<file path="config.mk">
export PLATFORM = sky130hd
export DESIGN_NAME = smootherstep_joint_trajectory_top
export DESIGN_NICKNAME = d
export VERILOG_FILES = /design/src/rtl/smjt_pkg.sv /design/src/rtl/smootherstep_joint_trajectory_top.sv /design/src/rtl/smjt_div.sv /design/src/rtl/smjt_ease.sv /design/src/rtl/smjt_lane.sv
export SDC_FILE = /design/constraint.sdc
export NUM_CORES = 2
export LEC_CHECK = 0
export BUFFER_PORTS_ARGS = -buffer_cell sky130_fd_sc_hd__buf_2
export CAP_MARGIN = 10
export CORE_MARGIN = 2
export CORE_UTILIZATION = 45
export CTS_CLUSTER_DIAMETER = 80
export DETAILED_ROUTE_END_ITERATION = 8
export HOLD_SLACK_MARGIN = 0.1
export MAX_ROUTING_LAYER = met4
export PLACE_DENSITY_LB_ADDON = 0.15
export SYNTH_ARGS = -nofsm -noshare
export SYNTH_HDL_FRONTEND = slang
export SYNTH_SLANG_ARGS = --single-unit
</file>
<file path="constraint.sdc">
create_clock -name i_clk -period 21.5 [get_ports i_clk]
set_input_delay 0 -clock i_clk [delete_from_list [all_inputs] [get_ports i_clk]]
set_output_delay 0 -clock i_clk [all_outputs]
set_load 0.005 [all_outputs]
</file>
<file path="src/rtl/smjt_pkg.sv">
// shared types, constants and helpers for the smootherstep joint trajectory block
// no dependencies; imported by every module under rtl
package smjt_pkg;

    localparam int JOINTS    = 3;
    localparam int IO_JOINTS = 3;
    localparam int ANGLE_W   = 15;
    localparam int DIFF_W    = ANGLE_W + 1;
    localparam int TIME_W    = 32;
    localparam int DUR_W     = 11;
    localparam int T_W       = 16;
    localparam int S_W       = 17;
    localparam int P_W       = 20;
    localparam int MUL_W     = P_W + T_W;
    localparam int SPEED_W   = 8;
    localparam int REQ_W     = 2;

    // input beat layout
    localparam int NOW_LSB   = 0;
    localparam int TGT_LSB   = NOW_LSB + TIME_W;
    localparam int SPEED_LSB = TGT_LSB + IO_JOINTS * ANGLE_W;
    localparam int IN_W      = ((SPEED_LSB + SPEED_W + 7) / 8) * 8;
    localparam int OUT_W     = ((IO_JOINTS * ANGLE_W + 1 + 7) / 8) * 8;

    localparam logic [DUR_W-1:0] DUR_SLOW = DUR_W'(2000);
    // floor(x/17) == (x * RECIP_17) >> 20 for x below 2^20
    localparam int RECIP_17   = 61681;
    localparam int SCALED_W   = 31;
    localparam int RECIP_SH   = 20;
    localparam logic [S_W-1:0] ONE_Q16 = S_W'(65536);
    localparam logic [P_W:0]   P_BASE  = (P_W + 1)'(655360);
    localparam logic signed [ANGLE_W-1:0] HOME_LAST = ANGLE_W'(5760);

    typedef enum logic [REQ_W-1:0] {
        REQ_INIT = 2'd0,
        REQ_SET  = 2'd1,
        REQ_TICK = 2'd2
    } t_req;

    typedef struct packed {
        logic init;
        logic set;
        logic snap;
        logic mul;
        logic add;
    } t_lane_cmd;

    function automatic logic signed [ANGLE_W-1:0] f_home(input int j);
        f_home = (j == 2) ? HOME_LAST : '0;
    endfunction

endpackage

</file>
<file path="src/rtl/smootherstep_joint_trajectory_top.sv">
// top level: request decode, sequencer, joint lanes and output register
// depends on smjt_pkg, smjt_div, smjt_ease, smjt_lane
//
// channel   dir  signals                          payload
// s         in   i_s_tvalid/o_s_tready            tdata: now, targets, speed; tuser: req
// m         out  o_m_tvalid/i_m_tready            tdata: coxa, femur, tibia, done
//
// set target is done in the accept cycle; init and the tick that ends a move go on to the output stage
// a tick inside a move passes through the accept, the serial divider for t, the shared
// ease multiplier, the lane blend (multiply, then add) and the output stage
// reset is synchronous and active low; pose returns to 0, 0, 90 degrees
// a stalled output holds its beat; a new input beat is taken meanwhile and its
// result waits in the output stage until the register frees
module smootherstep_joint_trajectory_top
    import smjt_pkg::*;
(
    input  logic             i_clk,
    input  logic             i_rst_n,
    input  logic             i_s_tvalid,
    output logic             o_s_tready,
    // [31:0] now_ms, [46:32] target_coxa, [61:47] target_femur,
    // [76:62] target_tibia, [84:77] speed, [87:85] zero
    input  logic [IN_W-1:0]  i_s_tdata,
    // [1:0] req_type
    input  logic [REQ_W-1:0] i_s_tuser,
    output logic             o_m_tvalid,
    input  logic             i_m_tready,
    // [14:0] coxa_angle, [29:15] femur_angle, [44:30] tibia_angle,
    // [45] motion_done, [47:46] zero
    output logic [OUT_W-1:0] o_m_tdata
);

    typedef enum logic [5:0] {
        ST_IDLE = 6'b000001,
        ST_DIV  = 6'b000010,
        ST_EASE = 6'b000100,
        ST_MUL  = 6'b001000,
        ST_ADD  = 6'b010000,
        ST_OUT  = 6'b100000
    } t_state;

    t_state             r_state,      n_state;
    logic               r_moving,     n_moving;
    logic [TIME_W-1:0]  r_start_time, n_start_time;
    logic [DUR_W-1:0]   r_duration,   n_duration;
    logic               r_out_valid,  n_out_valid;
    logic [OUT_W-1:0]   r_out_data,   n_out_data;

    logic                      w_accept;
    t_req                      w_req;
    logic [TIME_W-1:0]         w_now;
    logic [SPEED_W-1:0]        w_speed;
    logic [TIME_W-1:0]         w_elapsed;
    logic                      w_expired;
    logic [SCALED_W-1:0]       w_scaled;
    logic [DUR_W-1:0]          w_new_dur;
    logic                      w_out_free;
    logic                      w_div_start;
    logic                      w_div_done;
    logic [T_W-1:0]            w_quot;
    logic                      w_ease_start;
    logic                      w_ease_done;
    logic [S_W-1:0]            w_s;
    t_lane_cmd                 w_cmd;
    logic [OUT_W-1:0]          w_out_pack;
    logic signed [ANGLE_W-1:0] w_target_io [IO_JOINTS];
    logic signed [ANGLE_W-1:0] w_pose      [JOINTS];
    logic signed [ANGLE_W-1:0] w_io_pose   [IO_JOINTS];

    assign o_s_tready = (r_state == ST_IDLE);
    assign w_accept   = i_s_tvalid && o_s_tready;
    assign w_req      = t_req'(i_s_tuser);
    assign w_now      = i_s_tdata[NOW_LSB +: TIME_W];
    assign w_speed    = i_s_tdata[SPEED_LSB +: SPEED_W];

    assign w_elapsed = w_now - r_start_time;
    assign w_expired = w_elapsed >= TIME_W'(r_duration);

    // speed*1920/255 is speed*128/17
    assign w_scaled  = SCALED_W'({w_speed, 7'b0}) * SCALED_W'(RECIP_17);
    assign w_new_dur = DUR_SLOW - w_scaled[RECIP_SH +: DUR_W];

    assign w_out_free = !r_out_valid || i_m_tready;

    genvar j;
    generate
        for (j = 0; j < IO_JOINTS; j++) begin : g_io
            assign w_target_io[j] = $signed(i_s_tdata[TGT_LSB + j*ANGLE_W +: ANGLE_W]);
            if (j < JOINTS) begin : g_used
                assign w_io_pose[j] = w_pose[j];
            end else begin : g_pad
                assign w_io_pose[j] = '0;
            end
        end

        for (j = 0; j < JOINTS; j++) begin : g_lane
            logic signed [ANGLE_W-1:0] w_tgt;
            if (j < IO_JOINTS) begin : g_tgt
                assign w_tgt = w_target_io[j];
            end else begin : g_zero
                assign w_tgt = '0;
            end
            smjt_lane u_lane (
                .i_clk    (i_clk),
                .i_rst_n  (i_rst_n),
                .i_cmd    (w_cmd),
                .i_home   (f_home(j)),
                .i_target (w_tgt),
                .i_s      (w_s),
                .o_pose   (w_pose[j])
            );
        end
    endgenerate

    smjt_div u_div (
        .i_clk     (i_clk),
        .i_rst_n   (i_rst_n),
        .i_start   (w_div_start),
        .i_elapsed (w_elapsed[DUR_W-1:0]),
        .i_dur     (r_duration),
        .o_done    (w_div_done),
        .o_quot    (w_quot)
    );

    smjt_ease u_ease (
        .i_clk   (i_clk),
        .i_rst_n (i_rst_n),
        .i_start (w_ease_start),
        .i_t     (w_quot),
        .o_done  (w_ease_done),
        .o_s     (w_s)
    );

    // merge the lanes into one beat
    always_comb begin
        w_out_pack = '0;
        for (int k = 0; k < IO_JOINTS; k++) begin
            w_out_pack[k*ANGLE_W +: ANGLE_W] = w_io_pose[k];
        end
        w_out_pack[IO_JOINTS*ANGLE_W] = ~r_moving;
    end

    always_comb begin
        n_state      = r_state;
        n_moving     = r_moving;
        n_start_time = r_start_time;
        n_duration   = r_duration;
        n_out_valid  = r_out_valid && !i_m_tready;
        n_out_data   = r_out_data;
        w_cmd        = '0;
        w_div_start  = 1'b0;
        w_ease_start = 1'b0;
        case (r_state)
            ST_IDLE: begin
                if (w_accept) begin
                    case (w_req)
                        REQ_INIT: begin
                            w_cmd.init = 1'b1;
                            n_moving   = 1'b0;
                            n_state    = ST_OUT;
                        end
                        REQ_SET: begin
                            w_cmd.set    = 1'b1;
                            n_start_time = w_now;
                            n_duration   = w_new_dur;
                            n_moving     = 1'b1;
                        end
                        REQ_TICK: begin
                            if (r_moving) begin
                                if (w_expired) begin
                                    w_cmd.snap = 1'b1;
                                    n_moving   = 1'b0;
                                    n_state    = ST_OUT;
                                end else begin
                                    w_div_start = 1'b1;
                                    n_state     = ST_DIV;
                                end
                            end
                        end
                        default: begin
                        end
                    endcase
                end
            end
            ST_DIV: begin
                if (w_div_done) begin
                    w_ease_start = 1'b1;
                    n_state      = ST_EASE;
                end
            end
            ST_EASE: begin
                if (w_ease_done) begin
                    n_state = ST_MUL;
                end
            end
            ST_MUL: begin
                w_cmd.mul = 1'b1;
                n_state   = ST_ADD;
            end
            ST_ADD: begin
                w_cmd.add = 1'b1;
                n_state   = ST_OUT;
            end
            ST_OUT: begin
                if (w_out_free) begin
                    n_out_valid = 1'b1;
                    n_out_data  = w_out_pack;
                    n_state     = ST_IDLE;
                end
            end
            default: begin
                n_state = ST_IDLE;
            end
        endcase
    end

    always_ff @(posedge i_clk) begin
        if (!i_rst_n) begin
            r_state      <= ST_IDLE;
            r_moving     <= 1'b0;
            r_start_time <= '0;
            r_duration   <= DUR_W'(500);
            r_out_valid  <= 1'b0;
        end else begin
            r_state      <= n_state;
            r_moving     <= n_moving;
            r_start_time <= n_start_time;
            r_duration   <= n_duration;
            r_out_valid  <= n_out_valid;
        end
    end

    always_ff @(posedge i_clk) begin
        r_out_data <= n_out_data;
    end

    assign o_m_tvalid = r_out_valid;
    assign o_m_tdata  = r_out_data;

    a_init_emits: assert property (@(posedge i_clk) disable iff (!i_rst_n)
        w_accept && w_req == REQ_INIT |=> r_state == ST_OUT)
        else $error("init beat did not go to the output stage");

    a_out_loads: assert property (@(posedge i_clk) disable iff (!i_rst_n)
        r_state == ST_OUT && w_out_free |=> r_out_valid && r_state == ST_IDLE)
        else $error("output stage did not load its beat");

    a_div_done_state: assert property (@(posedge i_clk) disable iff (!i_rst_n)
        w_div_done |-> r_state == ST_DIV)
        else $error("divider finished outside the divide phase");

    a_ease_done_state: assert property (@(posedge i_clk) disable iff (!i_rst_n)
        w_ease_done |-> r_state == ST_EASE)
        else $error("ease unit finished outside the ease phase");

    a_blend_moving: assert property (@(posedge i_clk) disable iff (!i_rst_n)
        r_state == ST_MUL || r_state == ST_ADD |-> r_moving)
        else $error("blend step with no move active");

endmodule

</file>
<file path="src/rtl/smjt_div.sv">
// restoring divider: quotient of (elapsed << 16) / duration, one bit per cycle
// depends on smjt_pkg
module smjt_div
    import smjt_pkg::*;
(
    input  logic             i_clk,
    input  logic             i_rst_n,
    input  logic             i_start,
    input  logic [DUR_W-1:0] i_elapsed,
    input  logic [DUR_W-1:0] i_dur,
    output logic             o_done,
    output logic [T_W-1:0]   o_quot
);

    localparam int CNT_W = $clog2(T_W);

    logic             r_busy;
    logic             r_done;
    logic [CNT_W-1:0] r_cnt;
    logic [DUR_W-1:0] r_rem;
    logic [DUR_W-1:0] r_dur;
    logic [T_W-1:0]   r_quot;
    logic [DUR_W:0]   w_shift;
    logic             w_ge;

    assign w_shift = {r_rem, 1'b0};
    assign w_ge    = w_shift >= {1'b0, r_dur};

    always_ff @(posedge i_clk) begin
        if (!i_rst_n) begin
            r_busy <= 1'b0;
            r_done <= 1'b0;
            r_cnt  <= '0;
        end else begin
            r_done <= 1'b0;
            if (i_start) begin
                r_busy <= 1'b1;
                r_cnt  <= '0;
            end else if (r_busy) begin
                r_cnt <= r_cnt + 1'b1;
                if (r_cnt == CNT_W'(T_W - 1)) begin
                    r_busy <= 1'b0;
                    r_done <= 1'b1;
                end
            end
        end
    end

    always_ff @(posedge i_clk) begin
        if (i_start) begin
            // elapsed is already below the duration
            r_rem <= i_elapsed;
            r_dur <= i_dur;
        end else if (r_busy) begin
            r_rem  <= w_ge ? DUR_W'(w_shift - {1'b0, r_dur}) : w_shift[DUR_W-1:0];
            r_quot <= {r_quot[T_W-2:0], w_ge};
        end
    end

    assign o_done = r_done;
    assign o_quot = r_quot;

endmodule

</file>
<file path="src/rtl/smjt_ease.sv">
// smootherstep ease, Q0.16 t in and Q1.16 s out, over one shared multiplier, four steps
// depends on smjt_pkg
module smjt_ease
    import smjt_pkg::*;
(
    input  logic           i_clk,
    input  logic           i_rst_n,
    input  logic           i_start,
    input  logic [T_W-1:0] i_t,
    output logic           o_done,
    output logic [S_W-1:0] o_s
);

    logic             r_busy;
    logic             r_done;
    logic [1:0]       r_step;
    logic [T_W-1:0]   r_t;
    logic [P_W-1:0]   r_p;
    logic [MUL_W-1:0] r_prod;
    logic [S_W-1:0]   r_s;
    logic [P_W-1:0]   w_op_a;
    logic [T_W-1:0]   w_op_b;
    logic [MUL_W-1:0] w_prod;
    logic [T_W-1:0]   w_hi;
    logic [P_W:0]     w_p;
    logic [P_W-1:0]   w_s_raw;

    assign w_hi = r_prod[2*T_W-1:T_W];

    // 10 - 15t + 6t^2 stays positive over the whole range of t
    assign w_p = P_BASE + (P_W + 1)'({w_hi, 2'b0}) + (P_W + 1)'({w_hi, 1'b0})
               - (P_W + 1)'({r_t, 4'b0} - {4'b0, r_t});

    always_comb begin
        case (r_step)
            2'd0: begin
                w_op_a = P_W'(r_t);
                w_op_b = r_t;
            end
            2'd1: begin
                w_op_a = P_W'(w_hi);
                w_op_b = r_t;
            end
            default: begin
                w_op_a = r_p;
                w_op_b = w_hi;
            end
        endcase
    end

    assign w_prod  = w_op_a * w_op_b;
    assign w_s_raw = r_prod[MUL_W-1:T_W];

    always_ff @(posedge i_clk) begin
        if (!i_rst_n) begin
            r_busy <= 1'b0;
            r_done <= 1'b0;
            r_step <= '0;
        end else begin
            r_done <= 1'b0;
            if (i_start) begin
                r_busy <= 1'b1;
                r_step <= '0;
            end else if (r_busy) begin
                r_step <= r_step + 1'b1;
                if (r_step == 2'd3) begin
                    r_busy <= 1'b0;
                    r_done <= 1'b1;
                end
            end
        end
    end

    always_ff @(posedge i_clk) begin
        if (i_start) begin
            r_t <= i_t;
        end else if (r_busy) begin
            if (r_step != 2'd3) begin
                r_prod <= w_prod;
            end
            if (r_step == 2'd1) begin
                r_p <= w_p[P_W-1:0];
            end
            if (r_step == 2'd3) begin
                r_s <= (w_s_raw > P_W'(ONE_Q16)) ? ONE_Q16 : w_s_raw[S_W-1:0];
            end
        end
    end

    assign o_done = r_done;
    assign o_s    = r_s;

endmodule

</file>
<file path="src/rtl/smjt_lane.sv">
// one joint: start, target and current angle, blend multiply and add
// depends on smjt_pkg
module smjt_lane
    import smjt_pkg::*;
(
    input  logic                      i_clk,
    input  logic                      i_rst_n,
    input  t_lane_cmd                 i_cmd,
    input  logic signed [ANGLE_W-1:0] i_home,
    input  logic signed [ANGLE_W-1:0] i_target,
    input  logic        [S_W-1:0]     i_s,
    output logic signed [ANGLE_W-1:0] o_pose
);

    localparam int PROD_W = S_W + 1 + DIFF_W;

    logic signed [ANGLE_W-1:0] r_start;
    logic signed [ANGLE_W-1:0] r_end;
    logic signed [ANGLE_W-1:0] r_cur;
    logic signed [PROD_W-1:0]  r_prod;
    logic signed [DIFF_W-1:0]  w_diff;
    logic signed [PROD_W-1:0]  w_prod;

    assign w_diff = DIFF_W'(r_end) - DIFF_W'(r_start);
    assign w_prod = $signed({1'b0, i_s}) * w_diff;

    always_ff @(posedge i_clk) begin
        if (!i_rst_n) begin
            r_start <= '0;
            r_end   <= '0;
            r_cur   <= i_home;
        end else if (i_cmd.init) begin
            r_cur <= i_home;
        end else if (i_cmd.set) begin
            r_start <= r_cur;
            r_end   <= i_target;
        end else if (i_cmd.snap) begin
            r_cur <= r_end;
        end else if (i_cmd.add) begin
            // the blend lies between start and target, so 15 bits hold it
            r_cur <= r_start + $signed(r_prod[ANGLE_W+T_W-1:T_W]);
        end
    end

    always_ff @(posedge i_clk) begin
        if (i_cmd.mul) begin
            r_prod <= w_prod;
        end
    end

    assign o_pose = r_cur;

endmodule

</file>
# Yosys cells after proc, flatten, opt, wreduce, memory -nomap -nowiden

Index checks and enable logic that the tools add are counted.

Reductions and logical operators: 26
Equal/unequal tests: 18
Muxes and demuxes: 46
Magnitude comparators: 3
Multiply operators: 5
$add $sub $neg: 15
Bitwise gates (word level): 8

Operators by type and width:

| operator               | count |
|---|---|
| $mul 18x16->31         | 3 |
| $mux 15                | 6 |
| $sub 15x15->16         | 3 |
| $add 15x15->15         | 3 |
| $pmux 20 s2            | 1 |
| $mul 20x16->36         | 1 |
| $mux 6                 | 6 |
| $pmux 6 s6             | 1 |
| $mux 11                | 3 |
| $ge 32x11->1           | 1 |
| $sub 32x32->32         | 1 |
| $mul 8x16->24 const B  | 1 |
| $mux 1                 | 24 |
| $add 20x17->20         | 1 |
| $add 20x18->20 const A | 1 |
| $gt 20x17->1 const B   | 1 |
| $sub 20x16->20         | 1 |
| $sub 20x20->20         | 1 |
| $mux 16                | 1 |
| $reduce_and 3->1       | 5 |
| $ge 12x11->1           | 1 |
| $pmux 6 s2             | 1 |
| $sub 11x11->11         | 1 |
| $sub 11x11->11 const A | 1 |
| 28 further kinds       | 52 |

Flip-flop bits (word level): 462
Output and inout bits: 50
Word-level logic and storage cells: 152
Input bits: 94

# Logic depth before layout (Yosys ltp)

Depth in word-level cells: 9
Depth in mapped cells: 37
Mapped depth without buffers: 36

# Modules after synthesis

From an unflattened synthesis, not the netlist that was laid out.

Cells, all modules: 6,757
Area, all modules: 60,867.1 µm²

By module, submodules not included:

| module                            | area each (µm²) | cells an instance | times used | sequential area each (µm²) |
|---|---|---|---|---|
| smjt_ease                         | 14,869.3        | 1,588             | 1          | 2,272.2 |
| smjt_lane (g_lane[2].u_lane)      | 12,132.9        | 1,372             | 1          | 1,501.4 |
| smjt_lane (g_lane[1].u_lane)      | 12,065.3        | 1,377             | 1          | 1,501.4 |
| smjt_lane (g_lane[0].u_lane)      | 11,975.2        | 1,352             | 1          | 1,501.4 |
| smootherstep_joint_trajectory_top | 7,629.8         | 881               | 1          | 2,402.3 |
| smjt_div                          | 2,194.6         | 187               | 1          | 1,261.2 |

# Least setup slack after synthesis

No wires, ideal clock.

Kind: reg-to-reg
Start point: register u_ease.r_step[0]
End point: register u_ease.r_prod[34], data pin
Path slack: 13.134 ns
Arrival time: 8.107 ns
Clock period less this slack: 8.366 ns
Cell stages (with the launch flop): 31
Buffers on the path: 4
Cell sequence: dfxtp_1 inv_1 ha_1 clkbuf_1 nor2_1 clkbuf_1 buf_1 clkbuf_1 nand2_1 o21ai_1 nand2_1 fa_1 inv_1 fa_1 fa_1 fa_1 inv_1 fa_1 inv_1 fa_1 ha_1 a2111oi_0 o221ai_1 o2111ai_1 a211oi_1 o31a_1 a311oi_1 nor2b_1 o211ai_1 a21boi_0 o31a_1

Cells in the longest elaborated chain, start to end: 4

Ends and longest elaborated chain:

| element                                              | RTL line        | source |
|---|---|---|
| start, declared                                      | smjt_ease.sv:16 | `logic [1:0] r_step;` |
| start signal, assigned                               | smjt_ease.sv:65 | `r_step <= r_step + 1'b1;` |
| $eq 2x1->1 / $logic_not 2->1 (equally long branches) | smjt_ease.sv:35 | `case (r_step)` |
| $reduce_or 2->1 (no line)                            | n/a             |  |
| $mux 16                                              | smjt_ease.sv:35 |  |
| $mul 20x16->36 *                                     | smjt_ease.sv:51 | `assign w_prod = w_op_a * w_op_b;` |
| via u_ease.w_prod[34]                                | smjt_ease.sv:23 | `logic [MUL_W-1:0] w_prod;` |
| end signal, assigned                                 | smjt_ease.sv:79 | `r_prod <= w_prod;` |
| end, declared                                        | smjt_ease.sv:19 | `logic [MUL_W-1:0] r_prod;` |

Mark *: on every way through the listed nets, which the timed path passes. The rest lies on a longest branch.
A chain may end at the register's enable or synchronous reset.

# Worst setup path after layout

Same ends and word-level chain as after synthesis.

==> results.py <==
metrics = {
    "clocking": {
        "cts_tree": "yes",
        "clk_pin_slew_ns": 0.06,
        "cts_sinks": 398,
        "cts.path.max_buffers": 3,
        "htreeDepth": 2,
        "cts-resized-gates": 0,
        "clock_latency_ns": 0.62,
        "cts_root_buffer": "clkbuf_16",
        "holdBufCountCts": 84,
        "numCtsBuffers": 47,
        "post_cts_buffers": 0,
    },
    "yosys": {
        "ys_types": 87,
        "ys_ff_latch": 398,
        "synth_edf_count": 202,
        "yosysMostFrequentCell": "inv_1",
        "synth_top_area_cell": "fa_1",
        "yosys-top-cells-area": "fa_1 31%, ha_1 13%, edfxtp_1 10%",
        "synth-main-ff-cell": "edfxtp_1",
        "synthCells": 6735,
        "syn_area_per_cell_um2": 8.85,
        "seq_area_frac_synth_pct": 16.8,
        "synthDominantCellAreaShare_pct": 31.1,
        "yosysWarnings": 0,
        "async_reset_ff_share_pct": 0,
        "syn_area_mm2": 0.0596,
        "synth_common_cells": "1375 x inv_1, 1030 x nand2_1, 925 x fa_1, 633 x ha_1, 307 x nor2_1",
    },
    "grt": {
        "met1_usage_pct": 29.3,
        "grt_max_degree": 91,
        "grt_usage_pct": 23.4,
        "grt_pass1_wl_mm": 249,
        "antenna_found_initial": 2,
        "grt_pass1_vias": 47400,
        "overflow": 0,
        "grt_use_met2_pct": 41.5,
        "grtUsageMet3_pct": 1.88,
        "top_usage_layer": "met2",
    },
    "floorplanning": {
        "pin_count": 144,
        "rows": 133,
        "core-area_mm2": 0.131,
        "die_area_mm2": 0.135,
        "die_w_um": 368,
        "die_y_um": 368,
        "initial_core_util_pct": 45.3,
    },
    "layout": {
        "syn2layout_area_growth_pct": 8.40,
        "layout-drive-gt1-share_pct": 5.75,
        "fillCellCount": 12800,
        "fin_util_pct": 49.1,
        "nNetsFinal": 8468,
        "stdcell_count": 8612,
    },
    "sta": {
        "slew-limit-headroom_pct": 18.8,
        "final.setup.worst_slack_ns": 11.50,
        "fmax_mhz": 100,
        "setup_tns_ns": 0,
        "finalCritPeriodShare_pct": 46.5,
        "tightest_slew_ns": 1.22,
        "finalHoldViolCount": 0,
        "grt_setup_unrepaired": "no",
        "slew_viol_final": 0,
        "fin_crit_ns": 10.00,
        "setup_viol": 0,
        "finClkSkew_ns": 0.0446,
    },
    "run": {
        "drv_cap": 0,
    },
    "setup_path": {
        "end_kind": "flop",
        "critPathKind": "reg2reg",
        "cp_data_required_time_ns": 21.86,
        "crit_arrival_ns": 10.36,
        "worstPathMaxFanout": 68,
        "crit_path_start_kind": "flop",
    },
    "pwr": {
        "p_leak_nw": 30.9,
        "vdd_drop_max_uv": 258,
        "p_per_area_mw_per_mm2": 158,
        "power_mw": 10.2,
    },
    "detailed_routing": {
        "ant_nets": 0,
        "avgViaCountPerCell": 5.19,
        "drt_iter0_drc": 2112,
        "drt_pass1_iterations": 5,
        "drc": 0,
        "routed_wl_mm": 150,
        "avgRoutedWirePerCell_um": 17.4,
        "vias": 44700,
    },
    "placement": {
        "placedCellCount": 8438,
        "place.gp.congestion": 0.858,
        "portBuffers": 138,
        "dp.final_hpwl_mm": 114,
        "post-place-ws_ns": 11.38,
    },
    "outcome": {
        "status": "complete, no violations",
    },
    "hold_path": {
        "hp-class": "in2reg",
    },
}
-- power breakdown --
part           total [mW]  leakage (nW)  switching (mW)  internal, mW
Clock               0.816         0.766           0.361         0.456
Combinational        8.26          26.6            4.79          3.48
Sequential           1.15          3.49          0.0155          1.13
Total                10.2          30.9            5.16          5.07
-- layer usage --
layer / vias up / share of wire [%]
li1: 21200 / -
met1: 22500 / 43
met2: 750 / 52
met3: 186 / 3.5
met4: 0 / 1.7
met5: - / 0
-- critical path, stage by stage, from the launching register on --
cell       delay, ns
dfxtp_1         0.39
inv_1           0.06
ha_1            0.19
buf_4           0.21
nor2_4          0.48
buf_4           0.62
a21o_1          0.61
nand2_1         0.15
fa_1            0.52
inv_1           0.06
fa_1            0.56
fa_1            0.45
fa_1            0.54
inv_1           0.05
fa_1            0.47
inv_1           0.05
fa_1            0.43
ha_1            0.30
a2111oi_0       0.69
o221ai_1        0.44
o2111ai_1       0.47
a211oi_1        0.24
o31a_1          0.39
a311oi_1        0.44
nor2b_1         0.16
o211ai_1        0.31
a21boi_0        0.18
o31a_1          0.26
-- stage by stage --
stage,instance area [µm²],hold WS [ns]
after global placement,62200,0.242
after floorplan,59600,0.136
final,64600,0.181
after CTS,64600,0.146
after detailed placement,62200,0.251
after global routing,64600,0.174
-- cells by family (layout without fill, tap and decap cells) --
| logic type | Yosys count | count (layout) | share of synthesized area (%) |
|---|---|---|---|
| AOI/OAI and AO/OA | 782 | 782 | 8.40 |
| and+or+nand+nor | 2106 | 2106 | 16.4 |
| xor gates and xnor gates | 188 | 188 | 2.79 |
| adders and majority gates | 1558 | 1558 | 44.4 |
| other | 1 | 4 | 0.00629 |
| buffers and inverters | 1660 | 1779 | 10.5 |
| muxes | 42 | 42 | 0.762 |
| DFF | 398 | 398 | 16.8 |
-- layout make-up --
class / count / area [µm²] / area share [%]
inverter: 1376 / 5170 / 8.00
clock buffer: 53 / 1230 / 1.90
clock inverter: 35 / 319 / 0.494
multi-input combinational: 4678 / 43500 / 67.3
sequential: 398 / 9990 / 15.5
antenna: 2 / 5.00 / 0.00775
tap: 1755 / 2200 / 3.40
timing repair buffer: 315 / 2230 / 3.45
-- final timing paths --
kind	startpoint	end	slack, ns	cells after the start
setup / recovery	u_ease.r_step[0]$_SDFFE_PP0P_	u_ease.r_prod[34]$_DFFE_PP_	11.50	27
hold / removal	i_s_tdata[9]	r_start_time[9]$_SDFFE_PN0P_	0.18	4
setup reg to reg	u_ease.r_step[0]$_SDFFE_PP0P_	u_ease.r_prod[34]$_DFFE_PP_	11.50	27
hold reg to reg	u_div.o_quot[15]$_DFFE_PP_	u_ease.r_t[15]$_DFFE_PP_	0.42	0
-- placed cells by master (no fill, tap or decap), drive strengths merged, types with 84 or more instances in the layout --
master / Yosys / routed
edfxtp: 202 / 202
dlygate4sd3: 0 / 84
nand2: 1030 / 1030
o21ai: 154 / 154
and2: 302 / 302
nor2: 308 / 308
fa: 925 / 925
a21oi: 267 / 267
ha: 633 / 633
dfxtp: 196 / 196
nor2b: 97 / 97
inv: 1376 / 1384
buf: 20 / 231
xnor2: 145 / 145
-- registers in the layout, indices dropped and copies added, names as in the netlist, 20 cells and up --
| name | cells |
|---|---|
| g_lane.u_lane.o_pose | 45 |
| g_lane.u_lane.r_end | 45 |
| g_lane.u_lane.r_prod | 45 |
| g_lane.u_lane.r_start | 45 |
| o_m_tdata | 46 |
| r_start_time | 32 |
| u_ease.r_p | 20 |
| u_ease.r_prod | 20 |
Power figures use the tool's default switching activity.
